`config.mk`:
```
export PLATFORM = sky130hd
export DESIGN_NAME = gsbe_decide
export DESIGN_NICKNAME = d
export VERILOG_FILES = /design/src/gsbe_pkg.sv /design/src/gsbe_decide.sv
export SDC_FILE = /design/constraint.sdc
export NUM_CORES = 2
export LEC_CHECK = 0
export BUFFER_PORTS_ARGS = -buffer_cell sky130_fd_sc_hd__buf_2
export CAP_MARGIN = 20
export CELL_PAD_IN_SITES_DETAIL_PLACEMENT = 0
export CELL_PAD_IN_SITES_GLOBAL_PLACEMENT = 2
export CORE_ASPECT_RATIO = 1.75
export CORE_MARGIN = 2
export CORE_UTILIZATION = 45
export DETAILED_ROUTE_END_ITERATION = 10
export PLACE_DENSITY_LB_ADDON = 0.1
export SLEW_MARGIN = 25
export SYNTH_ARGS = -nofsm -noshare
export SYNTH_HDL_FRONTEND = slang
export SYNTH_SLANG_ARGS = --single-unit
```
`constraint.sdc`:
```
create_clock -name clk -period 19.5 [get_ports clk]
set_input_delay 2.925 -clock clk [delete_from_list [all_inputs] [get_ports clk]]
set_output_delay 2.925 -clock clk [all_outputs]
set_load 0.1 [all_outputs]
```
`src/gsbe_pkg.sv`:
```
// shared constants and types for the gyro stationary bias estimator
`default_nettype none

package gsbe_pkg;

  localparam int SAMPLES     = 128;
  localparam int IDX_W       = $clog2(SAMPLES);
  localparam int RATE_W      = 16;
  localparam int OUT_W       = RATE_W + 1;
  localparam int TICK_W      = 32;
  localparam int THR_W       = 32;
  localparam int SUM_W       = RATE_W + IDX_W;
  localparam int SQ_W        = 2 * RATE_W - 1 + IDX_W;
  localparam int PROD_W      = 2 * SUM_W;
  localparam int VAR_W       = (SQ_W > THR_W) ? SQ_W : THR_W;
  localparam int QUEUE_DEPTH = 2;

  localparam logic [THR_W-1:0]  THRESHOLD_RESET = THR_W'(2000);
  localparam logic [TICK_W-1:0] MIN_TICK        = TICK_W'(1);

  typedef logic signed [RATE_W-1:0] sample_t;
  typedef logic signed [SUM_W-1:0]  sum_t;
  typedef logic [SQ_W-1:0]          sqsum_t;

  typedef struct {
    sample_t rate [3];
    logic    tick_ok;
  } item_t;

  typedef struct {
    logic  valid;
    logic  full;
    item_t item;
  } window_t;

endpackage

`default_nettype wire

```
`src/gsbe_decide.sv`:
```
// variance check, bias latch, correction and output register
`default_nettype none

module gsbe_decide (
  input  wire logic               clk,
  input  wire logic               rst,
  output logic                    advance,
  input  wire gsbe_pkg::window_t  stage,
  input  wire gsbe_pkg::sum_t     axis_sum [3],
  input  wire gsbe_pkg::sqsum_t   axis_square_sum [3],
  input  wire logic               config_write,
  input  wire logic [31:0]        config_data,
  output logic                    out_valid,
  input  wire logic               out_stall,
  output logic signed [16:0]      corrected_x,
  output logic signed [16:0]      corrected_y,
  output logic signed [16:0]      corrected_z,
  output logic                    calibrated,
  output logic                    calibrated_now
);

  localparam int SAMPLES = gsbe_pkg::SAMPLES;
  localparam int IDX_W   = gsbe_pkg::IDX_W;
  localparam int RATE_W  = gsbe_pkg::RATE_W;
  localparam int OUT_W   = gsbe_pkg::OUT_W;
  localparam int SUM_W   = gsbe_pkg::SUM_W;
  localparam int PROD_W  = gsbe_pkg::PROD_W;
  localparam int VAR_W   = gsbe_pkg::VAR_W;

  logic [gsbe_pkg::THR_W-1:0] variance_threshold;
  logic                       bias_found;
  gsbe_pkg::sample_t          bias_value [3];

  logic              s3_valid;
  logic              s3_full;
  gsbe_pkg::item_t   s3_item;
  gsbe_pkg::sum_t    s3_sum [3];
  gsbe_pkg::sqsum_t  s3_sq [3];
  logic [PROD_W-1:0] s3_prod [3];

  logic [SUM_W-1:0]         mag [3];
  logic [PROD_W-1:0]        sq_mean [3];
  logic [VAR_W-1:0]         variance [3];
  logic [2:0]               quiet;
  logic signed [SUM_W:0]    rounded [3];
  logic signed [SUM_W:0]    mean_full [3];
  gsbe_pkg::sample_t        mean [3];
  gsbe_pkg::sample_t        bias_use [3];
  logic signed [OUT_W-1:0]  corr [3];
  logic                     latch;

  assign advance = ~out_valid | ~out_stall;

  always_comb begin
    for (int a = 0; a < 3; a++) begin
      mag[a] = axis_sum[a][SUM_W-1] ? SUM_W'(-axis_sum[a]) : SUM_W'(axis_sum[a]);
    end
  end

  always_comb begin
    for (int a = 0; a < 3; a++) begin
      sq_mean[a]  = s3_prod[a] >> IDX_W;
      variance[a] = VAR_W'(s3_sq[a]) - VAR_W'(sq_mean[a]);
      quiet[a]    = variance[a] < VAR_W'(variance_threshold);
      // mean truncated toward zero
      rounded[a]   = (SUM_W+1)'(s3_sum[a])
                     + (s3_sum[a][SUM_W-1] ? (SUM_W+1)'(SAMPLES - 1) : '0);
      mean_full[a] = rounded[a] >>> IDX_W;
      mean[a]      = gsbe_pkg::sample_t'(mean_full[a][RATE_W-1:0]);
    end
    latch = s3_valid & ~bias_found & s3_full & (&quiet) & s3_item.tick_ok;
    for (int a = 0; a < 3; a++) begin
      bias_use[a] = latch ? mean[a] : bias_value[a];
      corr[a]     = OUT_W'(s3_item.rate[a]) - OUT_W'(bias_use[a]);
    end
  end

  always_ff @(posedge clk) begin
    if (rst) begin
      variance_threshold <= gsbe_pkg::THRESHOLD_RESET;
      bias_found         <= 1'b0;
      s3_valid           <= 1'b0;
      out_valid          <= 1'b0;
      for (int a = 0; a < 3; a++) begin
        bias_value[a] <= '0;
      end
    end else begin
      if (config_write) begin
        variance_threshold <= config_data;
      end
      if (advance) begin
        s3_valid  <= stage.valid;
        out_valid <= s3_valid;
        if (latch) begin
          bias_found <= 1'b1;
          for (int a = 0; a < 3; a++) begin
            bias_value[a] <= mean[a];
          end
        end
      end
    end
  end

  always_ff @(posedge clk) begin
    if (advance) begin
      s3_item <= stage.item;
      s3_full <= stage.full;
      for (int a = 0; a < 3; a++) begin
        s3_sum[a]  <= axis_sum[a];
        s3_sq[a]   <= axis_square_sum[a];
        s3_prod[a] <= PROD_W'(mag[a]) * PROD_W'(mag[a]);
      end
      corrected_x    <= corr[0];
      corrected_y    <= corr[1];
      corrected_z    <= corr[2];
      calibrated     <= bias_found | latch;
      calibrated_now <= latch;
    end
  end

endmodule

`default_nettype wire

```
==> run metrics <==
clock root cell=clkbuf_16; first-pass GRT wire length=352000 um; Die ar.=about 160000 um2; die span in y=533 um; Worst EP arrival=roughly 13 ns; worst-margin pin slew=1.02 ns; detailed-router iteration count before antenna repair=9; H-tree depth=2; GR Overflow Total=0; Syn Area/Cell=9.71 um2; vias in the first global route=between 50000 and 60000; cells after synthesis=about 7400; antenna violations before repair=24; flops & latches, synth=roughly 480; hpwl dp=195000 um; Initial Util=0.452; CP max FO=16; CP startpoint kind=primary input; clock-pin slew on the worst setup and hold paths=roughly 0.07 ns; FMAX=approximately 79 MHz; overall routing resource usage=0.293; Std-Cell Core Area=about 160000 um2; Max Root-Sink Buffers=3; Cell Rows=~190; Worst Path Required=19.94 ns; CP peak stage delay=around 0.59 ns; Cell Area, Synth=approximately 72000 um2; Routed Antenna Nets=0; clock sinks=483; Post-synth EDFFs=roughly 450; Die Wd=~310 um; final WL=~230000 um; CTS buffer count=51; number of vias per cell=around 5.3; Main synth FF type=edfxtp_1; setup TNS=0 ns; Cell variety after synth=93; Placer Congestion=0.967; final setup violation count=0; drt first-iter violations=just under 3000; final net count=9955; CP max stage cell=xnor2_1; post-layout min period=around 13 ns; clk_lat worst skew=about 0.7 ns; total number of vias=about 53000; largest net degree at the start of global routing=72; Fillers=about 15000; reg2reg setup slack=8.53 ns; WL per Instance=23.5 um; post-CTS setup buffer count=0; Buffers on Ports=~320; layout cell share with drive strength beyond 1=0.0756; RSZ-0062 raised after global routing=no; Seq/Total Area, Yosys=0.197; Async SR Flop Fraction=0; worst min path class=register to register; final setup skew=~0.050 ns; fin. max-slew vios=0; final hold violations=0; Tcrit/Tclk final=0.651; YS warnings=0; crit end category=register; Layout area overhead=9.05%; drt drc=0; outcome=finished clean; Max-slew headroom=0.318; max-cap violations=0; CTS tree=yes; IO Count=roughly 330; kind of critical path=primary input to register; post_cts resized=0; Post-CTS Hold Buffers=0
==> flip-flops by register name, summed over array words and instances, names as in the netlist, 17 cells and up <==
name / cells
s3_item: 49
corrected_y: 17
s3_prod: 117
s3_sq: 114
variance_threshold: 32
bias_value: 48
corrected_x: 17
corrected_z: 17
s3_sum: 66
==> cell families (layout without fill, tap and decap cells) <==
kind of cell / count (synthesis) / count (layout) / synth area share
other: 2 / 57 / 0.000104
muxes: 86 / 86 / 0.0121
DFF: 483 / 483 / 0.197
xor gates and xnor gates: 365 / 365 / 0.0445
AOI/OAI and AO/OA: 869 / 869 / 0.0804
buffers and inverters: 2083 / 2432 / 0.109
and+or+nand+nor: 1603 / 1603 / 0.102
adders and majority gates: 1921 / 1921 / 0.455
==> final cells by class <==
cell class                 instances  area, um2  area share
clock inverter                    45        662     0.00843
inverter                        1918       7200      0.0917
tap                             2058       2570      0.0328
multi-input combinational       4892      50300       0.641
timing repair buffer             418       2330      0.0296
clock buffer                      51       1280      0.0163
antenna                            9       22.5    0.000287
sequential                       483      14200       0.180
==> layout by cell type (no fill, tap or decap), drive strengths merged, types with 38 or more instances in the layout <==
cell	netlist	layout
nor2b	48	48
a21oi	232	232
xor2	134	134
nand3	61	61
nor3	59	59
mux2i	77	77
inv	1908	1915
o21a	47	47
nor2	536	536
a21o	131	131
o21ai	150	150
xnor2	231	231
buf	19	418
nand4	53	53
and3	45	45
edfxtp	448	448
nor4b	48	48
conb	2	48
nand2b	38	38
ha	760	760
fa	1161	1161
clkbuf	146	51
nand2	598	598
==> Yosys cell counts, types with 38 or more instances <==
library cell | number | share of area
a21oi_1 | 230 | 0.016
and3_1 | 45 | 0.0039
ha_1 | 760 | 0.13
fa_1 | 1161 | 0.32
mux2i_1 | 77 | 0.011
nand3_1 | 60 | 0.0042
a21o_1 | 131 | 0.014
clkbuf_1 | 146 | 0.0076
nand2b_1 | 38 | 0.0033
nor2b_1 | 48 | 0.0042
nor4b_1 | 39 | 0.0047
o21a_1 | 47 | 0.0049
nand4_1 | 53 | 0.0046
nor3_1 | 58 | 0.0040
inv_1 | 1904 | 0.099
edfxtp_1 | 448 | 0.19
o21ai_0 | 145 | 0.010
xor2_1 | 134 | 0.016
nor2_1 | 536 | 0.028
nand2_1 | 598 | 0.031
xnor2_1 | 230 | 0.028
==> final timing paths <==
check	start	end	cells after the start
worst max-delay path	axis_sum[23]	s3_prod[0][89]	33
worst min-delay path	variance_threshold[19]	variance_threshold[19]	2
worst max register to register	s3_prod[0][53]	corrected_y[14]	39
worst min register to register	variance_threshold[19]	variance_threshold[19]	2
==> stage by stage <==
| stage | cells | worst slack (ns) | area, um2 | utilization | hold WS (ns) |
|---|---|---|---|---|---|
| CTS | 9865 | 6.80 | 78500 | 0.493 | 0.505 |
| floorplan | 7458 | 4.59 | 72200 | - | 0.460 |
| global placement | 9769 | 6.36 | 76500 | 0.481 | 0.476 |
| detailed placement | 9769 | 6.11 | 76600 | 0.481 | 0.486 |
| finish | 9874 | 6.80 | 78500 | 0.493 | 0.501 |
| global route | 9871 | 5.92 | 78500 | 0.493 | 0.522 |
==> critical path: cells and delay by family <==
family                     cells  cell delay [ns]
and+or+nand+nor                6             1.45
xor gates and xnor gates       1             0.59
buffers and inverters          8             1.39
AOI/OAI and AO/OA              9             2.65
adders and majority gates      9             4.09
==> per-layer routing <==
layer,wire length [um],vias to the layer above,share of wire,track usage
li1,-,24100,-,-
met1,84400,26600,0.36,0.321
met2,121000,1325,0.52,0.541
met3,9040,540,0.039,0.0297
met4,17200,10,0.074,0.178
met5,67,-,0.00029,0
Power is not shown: default switching activity piles up to over one toggle a cycle in this logic, so the estimate is an artifact.
