**config.mk**
```make
export PLATFORM = sky130hd
export DESIGN_NAME = gsbe_front
export DESIGN_NICKNAME = d
export VERILOG_FILES = /design/src/gsbe_pkg.sv /design/src/gsbe_front.sv
export SDC_FILE = /design/constraint.sdc
export NUM_CORES = 1
export LEC_CHECK = 0
export BUFFER_PORTS_ARGS = -buffer_cell sky130_fd_sc_hd__buf_2
export CAP_MARGIN = 0
export CORE_ASPECT_RATIO = 0.8
export CORE_UTILIZATION = 53
export DETAILED_ROUTE_END_ITERATION = 10
export PLACE_DENSITY_LB_ADDON = 0.15
export SLEW_MARGIN = 30
export SYNTH_ARGS = -nofsm -noshare
export SYNTH_HDL_FRONTEND = slang
export SYNTH_SLANG_ARGS = --single-unit
```
**constraint.sdc**
```tcl
create_clock -name clk -period 4.13 [get_ports clk]
set_clock_uncertainty 0.2 [all_clocks]
set_input_delay 0.413 -clock clk [delete_from_list [all_inputs] [get_ports clk]]
set_output_delay 0.413 -clock clk [all_outputs]
set_load 0.03 [all_outputs]
```
**src/gsbe_pkg.sv**
```systemverilog
// shared constants and types for the gyro stationary bias estimator
`default_nettype none

package gsbe_pkg;

  localparam int SAMPLES     = 128;
  localparam int IDX_W       = $clog2(SAMPLES);
  localparam int RATE_W      = 16;
  localparam int OUT_W       = RATE_W + 1;
  localparam int TICK_W      = 32;
  localparam int THR_W       = 32;
  localparam int SUM_W       = RATE_W + IDX_W;
  localparam int SQ_W        = 2 * RATE_W - 1 + IDX_W;
  localparam int PROD_W      = 2 * SUM_W;
  localparam int VAR_W       = (SQ_W > THR_W) ? SQ_W : THR_W;
  localparam int QUEUE_DEPTH = 2;

  localparam logic [THR_W-1:0]  THRESHOLD_RESET = THR_W'(2000);
  localparam logic [TICK_W-1:0] MIN_TICK        = TICK_W'(1);

  typedef logic signed [RATE_W-1:0] sample_t;
  typedef logic signed [SUM_W-1:0]  sum_t;
  typedef logic [SQ_W-1:0]          sqsum_t;

  typedef struct {
    sample_t rate [3];
    logic    tick_ok;
  } item_t;

  typedef struct {
    logic  valid;
    logic  full;
    item_t item;
  } window_t;

endpackage

`default_nettype wire

```
**src/gsbe_front.sv**
```systemverilog
// input side: takes transfers, flags the tick and queues items for the back end
`default_nettype none

module gsbe_front (
  input  wire logic              clk,
  input  wire logic              rst,
  input  wire logic              in_valid,
  output logic                   in_stall,
  input  wire gsbe_pkg::sample_t rate_x,
  input  wire gsbe_pkg::sample_t rate_y,
  input  wire gsbe_pkg::sample_t rate_z,
  input  wire logic [31:0]       tick_now,
  input  wire logic              pop,
  output logic                   head_valid,
  output gsbe_pkg::item_t        head
);

  localparam int DEPTH = gsbe_pkg::QUEUE_DEPTH;
  localparam int PTR_W = (DEPTH > 1) ? $clog2(DEPTH) : 1;
  localparam int CNT_W = $clog2(DEPTH + 1);

  gsbe_pkg::item_t queue [DEPTH];
  gsbe_pkg::item_t incoming;
  logic [PTR_W-1:0] rd_ptr;
  logic [PTR_W-1:0] wr_ptr;
  logic [CNT_W-1:0] count;
  logic push;

  always_comb begin
    incoming.rate[0] = rate_x;
    incoming.rate[1] = rate_y;
    incoming.rate[2] = rate_z;
    incoming.tick_ok = tick_now > gsbe_pkg::MIN_TICK;
  end

  assign in_stall   = count == CNT_W'(DEPTH);
  assign push       = in_valid & ~in_stall;
  assign head_valid = count != '0;
  assign head       = queue[rd_ptr];

  always_ff @(posedge clk) begin
    if (rst) begin
      rd_ptr <= '0;
      wr_ptr <= '0;
      count  <= '0;
    end else begin
      if (push) begin
        wr_ptr <= (wr_ptr == PTR_W'(DEPTH - 1)) ? '0 : wr_ptr + PTR_W'(1);
      end
      if (pop) begin
        rd_ptr <= (rd_ptr == PTR_W'(DEPTH - 1)) ? '0 : rd_ptr + PTR_W'(1);
      end
      case ({push, pop})
        2'b10:   count <= count + CNT_W'(1);
        2'b01:   count <= count - CNT_W'(1);
        default: count <= count;
      endcase
    end
  end

  always_ff @(posedge clk) begin
    if (push) begin
      queue[wr_ptr] <= incoming;
    end
  end

endmodule

`default_nettype wire

```
==> reports/results.ini, run 1 <==
[synth]
syn_nets = 272
syn_inst = 187
mappedNetlistArea_mm2 = 0.00382
yosys.area_share.simple_pct = 3.28
syn_area_per_cell_um2 = 20.4
synth_compound_area_share_pct = 0.524
yosysSeqAreaShare_pct = 79.7
synth-warning-count = 0
synth-xor-area-share_pct = 0.688
synth_top_family_by_area = multiplexers
synthDistinctLibCells = 23
synth_seq_cells = 103
muxShareOfSynthArea_pct = 14.5
synth_fa_ha_area_share_pct = 0.328

[floorplan]
rows = 27
initial_core_util_pct = 55.1
die_height_um = 77.9
die_area_mm2 = 0.00755
pin_count = 135
coreArea_mm2 = 0.00693
die_w_um = 96.9

[power]
switching_share_pct = 27.5
p_per_area_mw_per_mm2 = 486
clock_power_share_pct = 26.8
p_int_mw = 1.70
pwr-share-comb_pct = 18.2
ir_drop_uv = 325
p_switching_mw = 0.645
p_leak_nw = 1.86
seq_power_share_pct = 55.0

[global_route]
antenna_found_initial = 0
grtUsageMet3_pct = 7.48
grt_util_met2_pct = 30.6
grt_overflow = 0
grt_max_degree = 50
grt_pass1_vias = 2192
grt_pass1_wl_um = 9960
use_met1_pct = 20.3
grt.total_usage_pct = 17.9
grt-busiest-layer = met2

[place]
hpwl_um = 4350
place_area_mm2 = 0.00459
gp_congestion = 0.740
post-place-cells = 405
io_buffer_count = 133

[cts]
cts_resized = 0
cts_tree = done
clockBufferDepth = 2
cts_hold_buf = 0
cts.clk_slew.worst_paths_ns = 0.10
clk-insertion-delay-late_ns = 0.35
clock-sinks = 103
h-tree-depth = 3
post_cts.repair.setup_buffers = 0
cts_buffers = 9
cts_root_buf = clkbuf_8

[route]
viasPerCell = 5.04
routed_wl_um = 6500
drtAntennaViolNets = 0
drc_errors = 0
drt-initial-drc-count = 76
vias = 2134
wl_per_cell_um = 15.4
dr.pass1.iters = 4

[sta]
slew_headroom_pct = 57.8
finalSetupViolations = 0
tns_ns = 0
fin_crit_sh_pct = 59.5
fin_hold_ws_ns = 0.0322
final-max-slew-violation-count = 0
worst_slew_pin_slew_ns = 0.634
max_freq_ghz = 0.407
rsz0062_at_grt = false
finalCriticalPeriod_ns = 2.46
hold_viol_final = 0

[cells_and_area]
fin_area_mm2 = 0.00482
area_growth_pct = 26.3
fin_nets = 416
layout.cells.non_filler = 423
drive_above_1_share_pct = 61.9
layout_commonest_cell = buf_2
antenna_cells = 0
final_cell_mix = buf_2, edfxtp_1, mux2_2, clkbuf_8, nor4_1

[job]
drv_cap = 0

[worst_hold_path]
min_path_type = input pin to register
hold_path_startpoint = rate_z[15]
hold_depth = 1
holdPathEnd = queue[0][16]

[worst_setup_path]
ff2ff_path_depth = 3
r2r_start = count[0]
criticalPathCategory = register to primary output
cp_data_arrival_time_ns = 1.85
required_ns = 3.52
rrSetupSlack_ns = 2.00
rr_endpoint = queue[1][32]
crit_path_end_kind = primary output
startpoint_type = register
worst-path-max-fanout = 41

[outcome]
status = complete, no violations

[how the worst max path moves through the flow]
stage                         from      endpoint  slack, ns  cells after the start
after floorplan           count[0]   queue[0][0]       1.63                      4
after global placement    register      head[48]       1.68                      3
after detailed placement  count[0]  queue[1][27]       1.97                      3
after CTS                 register      head[48]       1.61                      3
after global routing      register      head[48]       1.54                      3
final                     register      head[10]       1.67                      3
[power groups by stage]
stage | Clock [mW] | Sequential [mW] | Combinational (mW)
floorplan | 0 | 1.29 | 0.304
global placement | 0 | 1.31 | 0.423
detailed placement | 0 | 1.31 | 0.428
CTS | 0.645 | 1.29 | 0.430
global route | 0.682 | 1.30 | 0.453
finish | 0.627 | 1.29 | 0.425
[per-stage QoR]
step	utilization [%]	worst slack, ns	power, mW
6_report	69.6	1.67	2.34
3_3_place_gp	66.3	1.68	1.73
5_1_grt	69.6	1.54	2.43
2_1_floorplan	-	1.63	1.60
3_5_place_dp	66.3	1.97	1.74
4_1_cts	69.3	1.61	2.37
[area by class of cell]
class,instances,area (µm²)
well taps,87,109
flip-flops and latches,103,3050
repair buffers,138,708
fillers,474,2110
clock buffers,9,124
clock inverters,7,81.3
multi-input cells,76,737
inverters,3,13.8
[state kept, by name, summed over array words and instances, names as in the netlist, named ones only]
name    flops
rd_ptr      1
queue      98
count       2
wr_ptr      1
[kinds of logic (layout without fill, tap and decap cells)]
kind of cell    Yosys count  in the layout
simple gates             19             19
xor+xnor                  3              3
fa+ha+maj                 1              1
mux                      49             49
compound gates            4              4
buf+inv                   8            157
flops                   103            103
[synth_stat cells]
library cell | count | share of area, %
or3_1 | 2 | 0.33
xnor2_1 | 2 | 0.46
edfxtp_1 | 98 | 77
buf_4 | 1 | 0.20
o21ai_0 | 2 | 0.26
nor4_2 | 1 | 0.33
ha_1 | 1 | 0.33
and3_1 | 1 | 0.16
nor2_1 | 3 | 0.29
nand2b_2 | 1 | 0.23
nand4_1 | 1 | 0.16
or2_2 | 1 | 0.16
inv_1 | 2 | 0.20
a21oi_1 | 2 | 0.26
or4_4 | 1 | 0.29
buf_2 | 4 | 0.52
inv_2 | 1 | 0.098
nor4_1 | 6 | 0.98
dfxtp_1 | 5 | 2.6
xor2_1 | 1 | 0.23
nand2_1 | 1 | 0.098
and4_1 | 1 | 0.23
mux2_2 | 49 | 14
[worst max-delay path, stage by stage (launching register included)]
cell and delay [ns]:
dfxtp_4 0.71, buf_4 0.25, mux2_2 0.33, buf_2 0.18
[routing by layer]
metal  share of wire (%)  vias to the layer above
met2                  51                       78
met4                0.98                        0
met1                  41                     1024
li1                    -                     1026
met5                   0                        -
met3                 7.4                        6
No activity file was read; power rests on OpenSTA's default activity.
==> run 2, diff against run 1 <==
--- a/config.mk
+++ b/config.mk
@@ -5,10 +5,11 @@
 export SDC_FILE = /design/constraint.sdc
 export NUM_CORES = 1
 export LEC_CHECK = 0
+export ABC_AREA = 1
 export BUFFER_PORTS_ARGS = -buffer_cell sky130_fd_sc_hd__buf_2
 export CAP_MARGIN = 0
 export CORE_ASPECT_RATIO = 0.8
-export CORE_UTILIZATION = 53
+export CORE_UTILIZATION = 50
 export DETAILED_ROUTE_END_ITERATION = 10
 export PLACE_DENSITY_LB_ADDON = 0.15
 export SLEW_MARGIN = 30
==> constraint.sdc (replaced) <==
create_clock -name clk -period 2.3 [get_ports clk]
set_clock_uncertainty 0.2 [all_clocks]
set_input_delay 0.23 -clock clk [delete_from_list [all_inputs] [get_ports clk]]
set_output_delay 0.23 -clock clk [all_outputs]
set_load 0.03 [all_outputs]
==> reports/results.ini, run 2 <==
[outcome]
status = complete, no violations

[floorplan]
rows = 28
pin_count = 135
die_w_um = 102
die_height_um = 82.2
initial_core_util_pct = 53.1
coreArea_mm2 = 0.00757
die_area_mm2 = 0.00839

[cells_and_area]
regMostFlops = queue
largest_reg_flops = 98
final_cell_mix = buf_2, edfxtp_1, dlygate4sd3_1, mux2_2, inv_1
fin_util_pct = 73.0
area_growth_pct = 37.5
top_regs = queue x98, count x2
antenna_cells = 0
layout_commonest_cell = buf_2
layout.cells.non_filler = 543
drive_above_1_share_pct = 47.3
fin_nets = 518
fin_area_mm2 = 0.00552

[sta]
finalSetupViolations = 0
worst_slack_ns = 0.340
finalCriticalPeriod_ns = 1.96
fin_hold_ws_ns = 0.0465
fin_crit_sh_pct = 85.2
tns_ns = 0
hold_viol_final = 0
final-max-slew-violation-count = 0
worst_slew_pin_slew_ns = 0.379
slew_headroom_pct = 74.8
max_freq_ghz = 0.510
rsz0062_at_grt = false

[cts]
h-tree-depth = 3
cts_tree = done
cts.clk_slew.worst_paths_ns = 0.10
clockBufferDepth = 2
cts_resized = 0
cts_hold_buf = 51
clk-insertion-delay-late_ns = 0.36
cts_root_buf = clkbuf_8
clock-sinks = 103
post_cts.repair.setup_buffers = 0
cts_buffers = 9

[synth]
async_flop_share_pct = 0
synthTopCellsByCount = edfxtp_1, mux2_2, inv_1, nand2_1, nor2_1
synth_largest_area_cell = edfxtp_1
synthFlopType = edfxtp_1
synth_area_leaders = edfxtp_1, mux2_2, mux2_4
synth_edf_count = 98
synth_seq_cells = 103
synth_most_common_cell = edfxtp_1
mappedNetlistArea_mm2 = 0.00402
yosysSeqAreaShare_pct = 75.8
synth_top_area_share_pct = 73.3
synthDistinctLibCells = 18
synth-warning-count = 0
syn_area_per_cell_um2 = 16.9
syn_inst = 237
syn_nets = 322

[global_route]
antenna_found_initial = 0
grt_util_met2_pct = 33.2
grt-busiest-layer = met2
grtUsageMet3_pct = 6.48
grt_max_degree = 32
grt_pass1_vias = 2528
grt.total_usage_pct = 18.2
grt_pass1_wl_um = 11100
grt_overflow = 0
use_met1_pct = 20.0

[power]
p_leak_nw = 2.27
power_mw = 4.07
p_per_area_mw_per_mm2 = 736
ir_drop_uv = 587

[worst_setup_path]
worst_path_largest_cell_delay_ns = 0.37
required_ns = 1.87
cp_data_arrival_time_ns = 1.53
startpoint_type = register
ff2ff_path_depth = 7
crit_path_end_kind = primary output
r2r_start = count[1]
criticalPathCategory = register to primary output
cp_cell_sequence = buf_4, mux2_2, buf_2
crit_slowest_cell = mux2_2
worst-path-max-fanout = 18

[route]
dr.pass1.iters = 4
wl_per_cell_um = 13.3
drtAntennaViolNets = 0
routed_wl_um = 7250
drt-initial-drc-count = 58
drc_errors = 0
viasPerCell = 4.62
vias = 2507

[worst_hold_path]
min_path_type = input pin to register
hold_depth = 5
hold_path_startpoint = tick_now[1]

[place]
post-place-cells = 476
gp_congestion = 0.749
place_area_mm2 = 0.00484
dp_slack_ns = 0.575
io_buffer_count = 133
hpwl_um = 4730

[job]
drv_cap = 0

run 2: cell count changes in the layout (fill, tap and decap cells not counted), sizes merged, moves of 2 or more:
cell | previous run | this run
inv | 5 | 31
buf | 136 | 139
nand2 | 1 | 20
dlygate4sd3 | 2 | 51
clkinvlp | 1 | 3
nor2 | 3 | 18
and2 | 0 | 2
nor4 | 7 | 0
or3 | 2 | 0
run 2: worst paths after layout:
path / end / slack (ns)
setup / recovery: head[10] / 0.34
hold / removal: queue[1][0] / 0.05
setup reg to reg: count[1] / 0.53
hold reg to reg: rd_ptr / 0.34
run 2: cells by family after synthesis:
group                    share of synthesized area [%]
adder cells (fa/ha/maj)                          0.312
XOR/XNOR                                         0.218
buffers and inverters                             4.02
AND/OR/NAND/NOR                                   4.14
flip-flops                                        75.8
AO/OA/AOI/OAI                                    0.841
multiplexers                                      14.7
run 2: area by class of cell:
| class | count | area (µm²) |
|---|---|---|
| clock buffer | 10 | 128 |
| clock inverter | 6 | 46.3 |
| fill | 518 | 2050 |
| inverter | 30 | 113 |
| multi-input combinational | 99 | 826 |
| sequential | 103 | 3040 |
| tap | 105 | 131 |
| timing repair buffer | 190 | 1230 |
run 2: report_power, final:
group	leakage [nW]	internal, mW	switching (mW)
clock	0.0781	0.399	0.590
combinational	1.24	0.339	0.486
sequential	0.953	2.21	0.0374
run 2: per-layer routing:
layer | share of wire [%] | wire length (µm)
met1 | 41 | 2960
met3 | 6.0 | 433
met2 | 52 | 3770
met4 | 1.2 | 87
met5 | 0 | 0
run 2: critical path: cells and delay by family, from the launching register on:
kind / cells / cell delay (ns)
muxes: 1 / 0.37
DFF: 1 / 0.36
buffers and inverters: 2 / 0.44
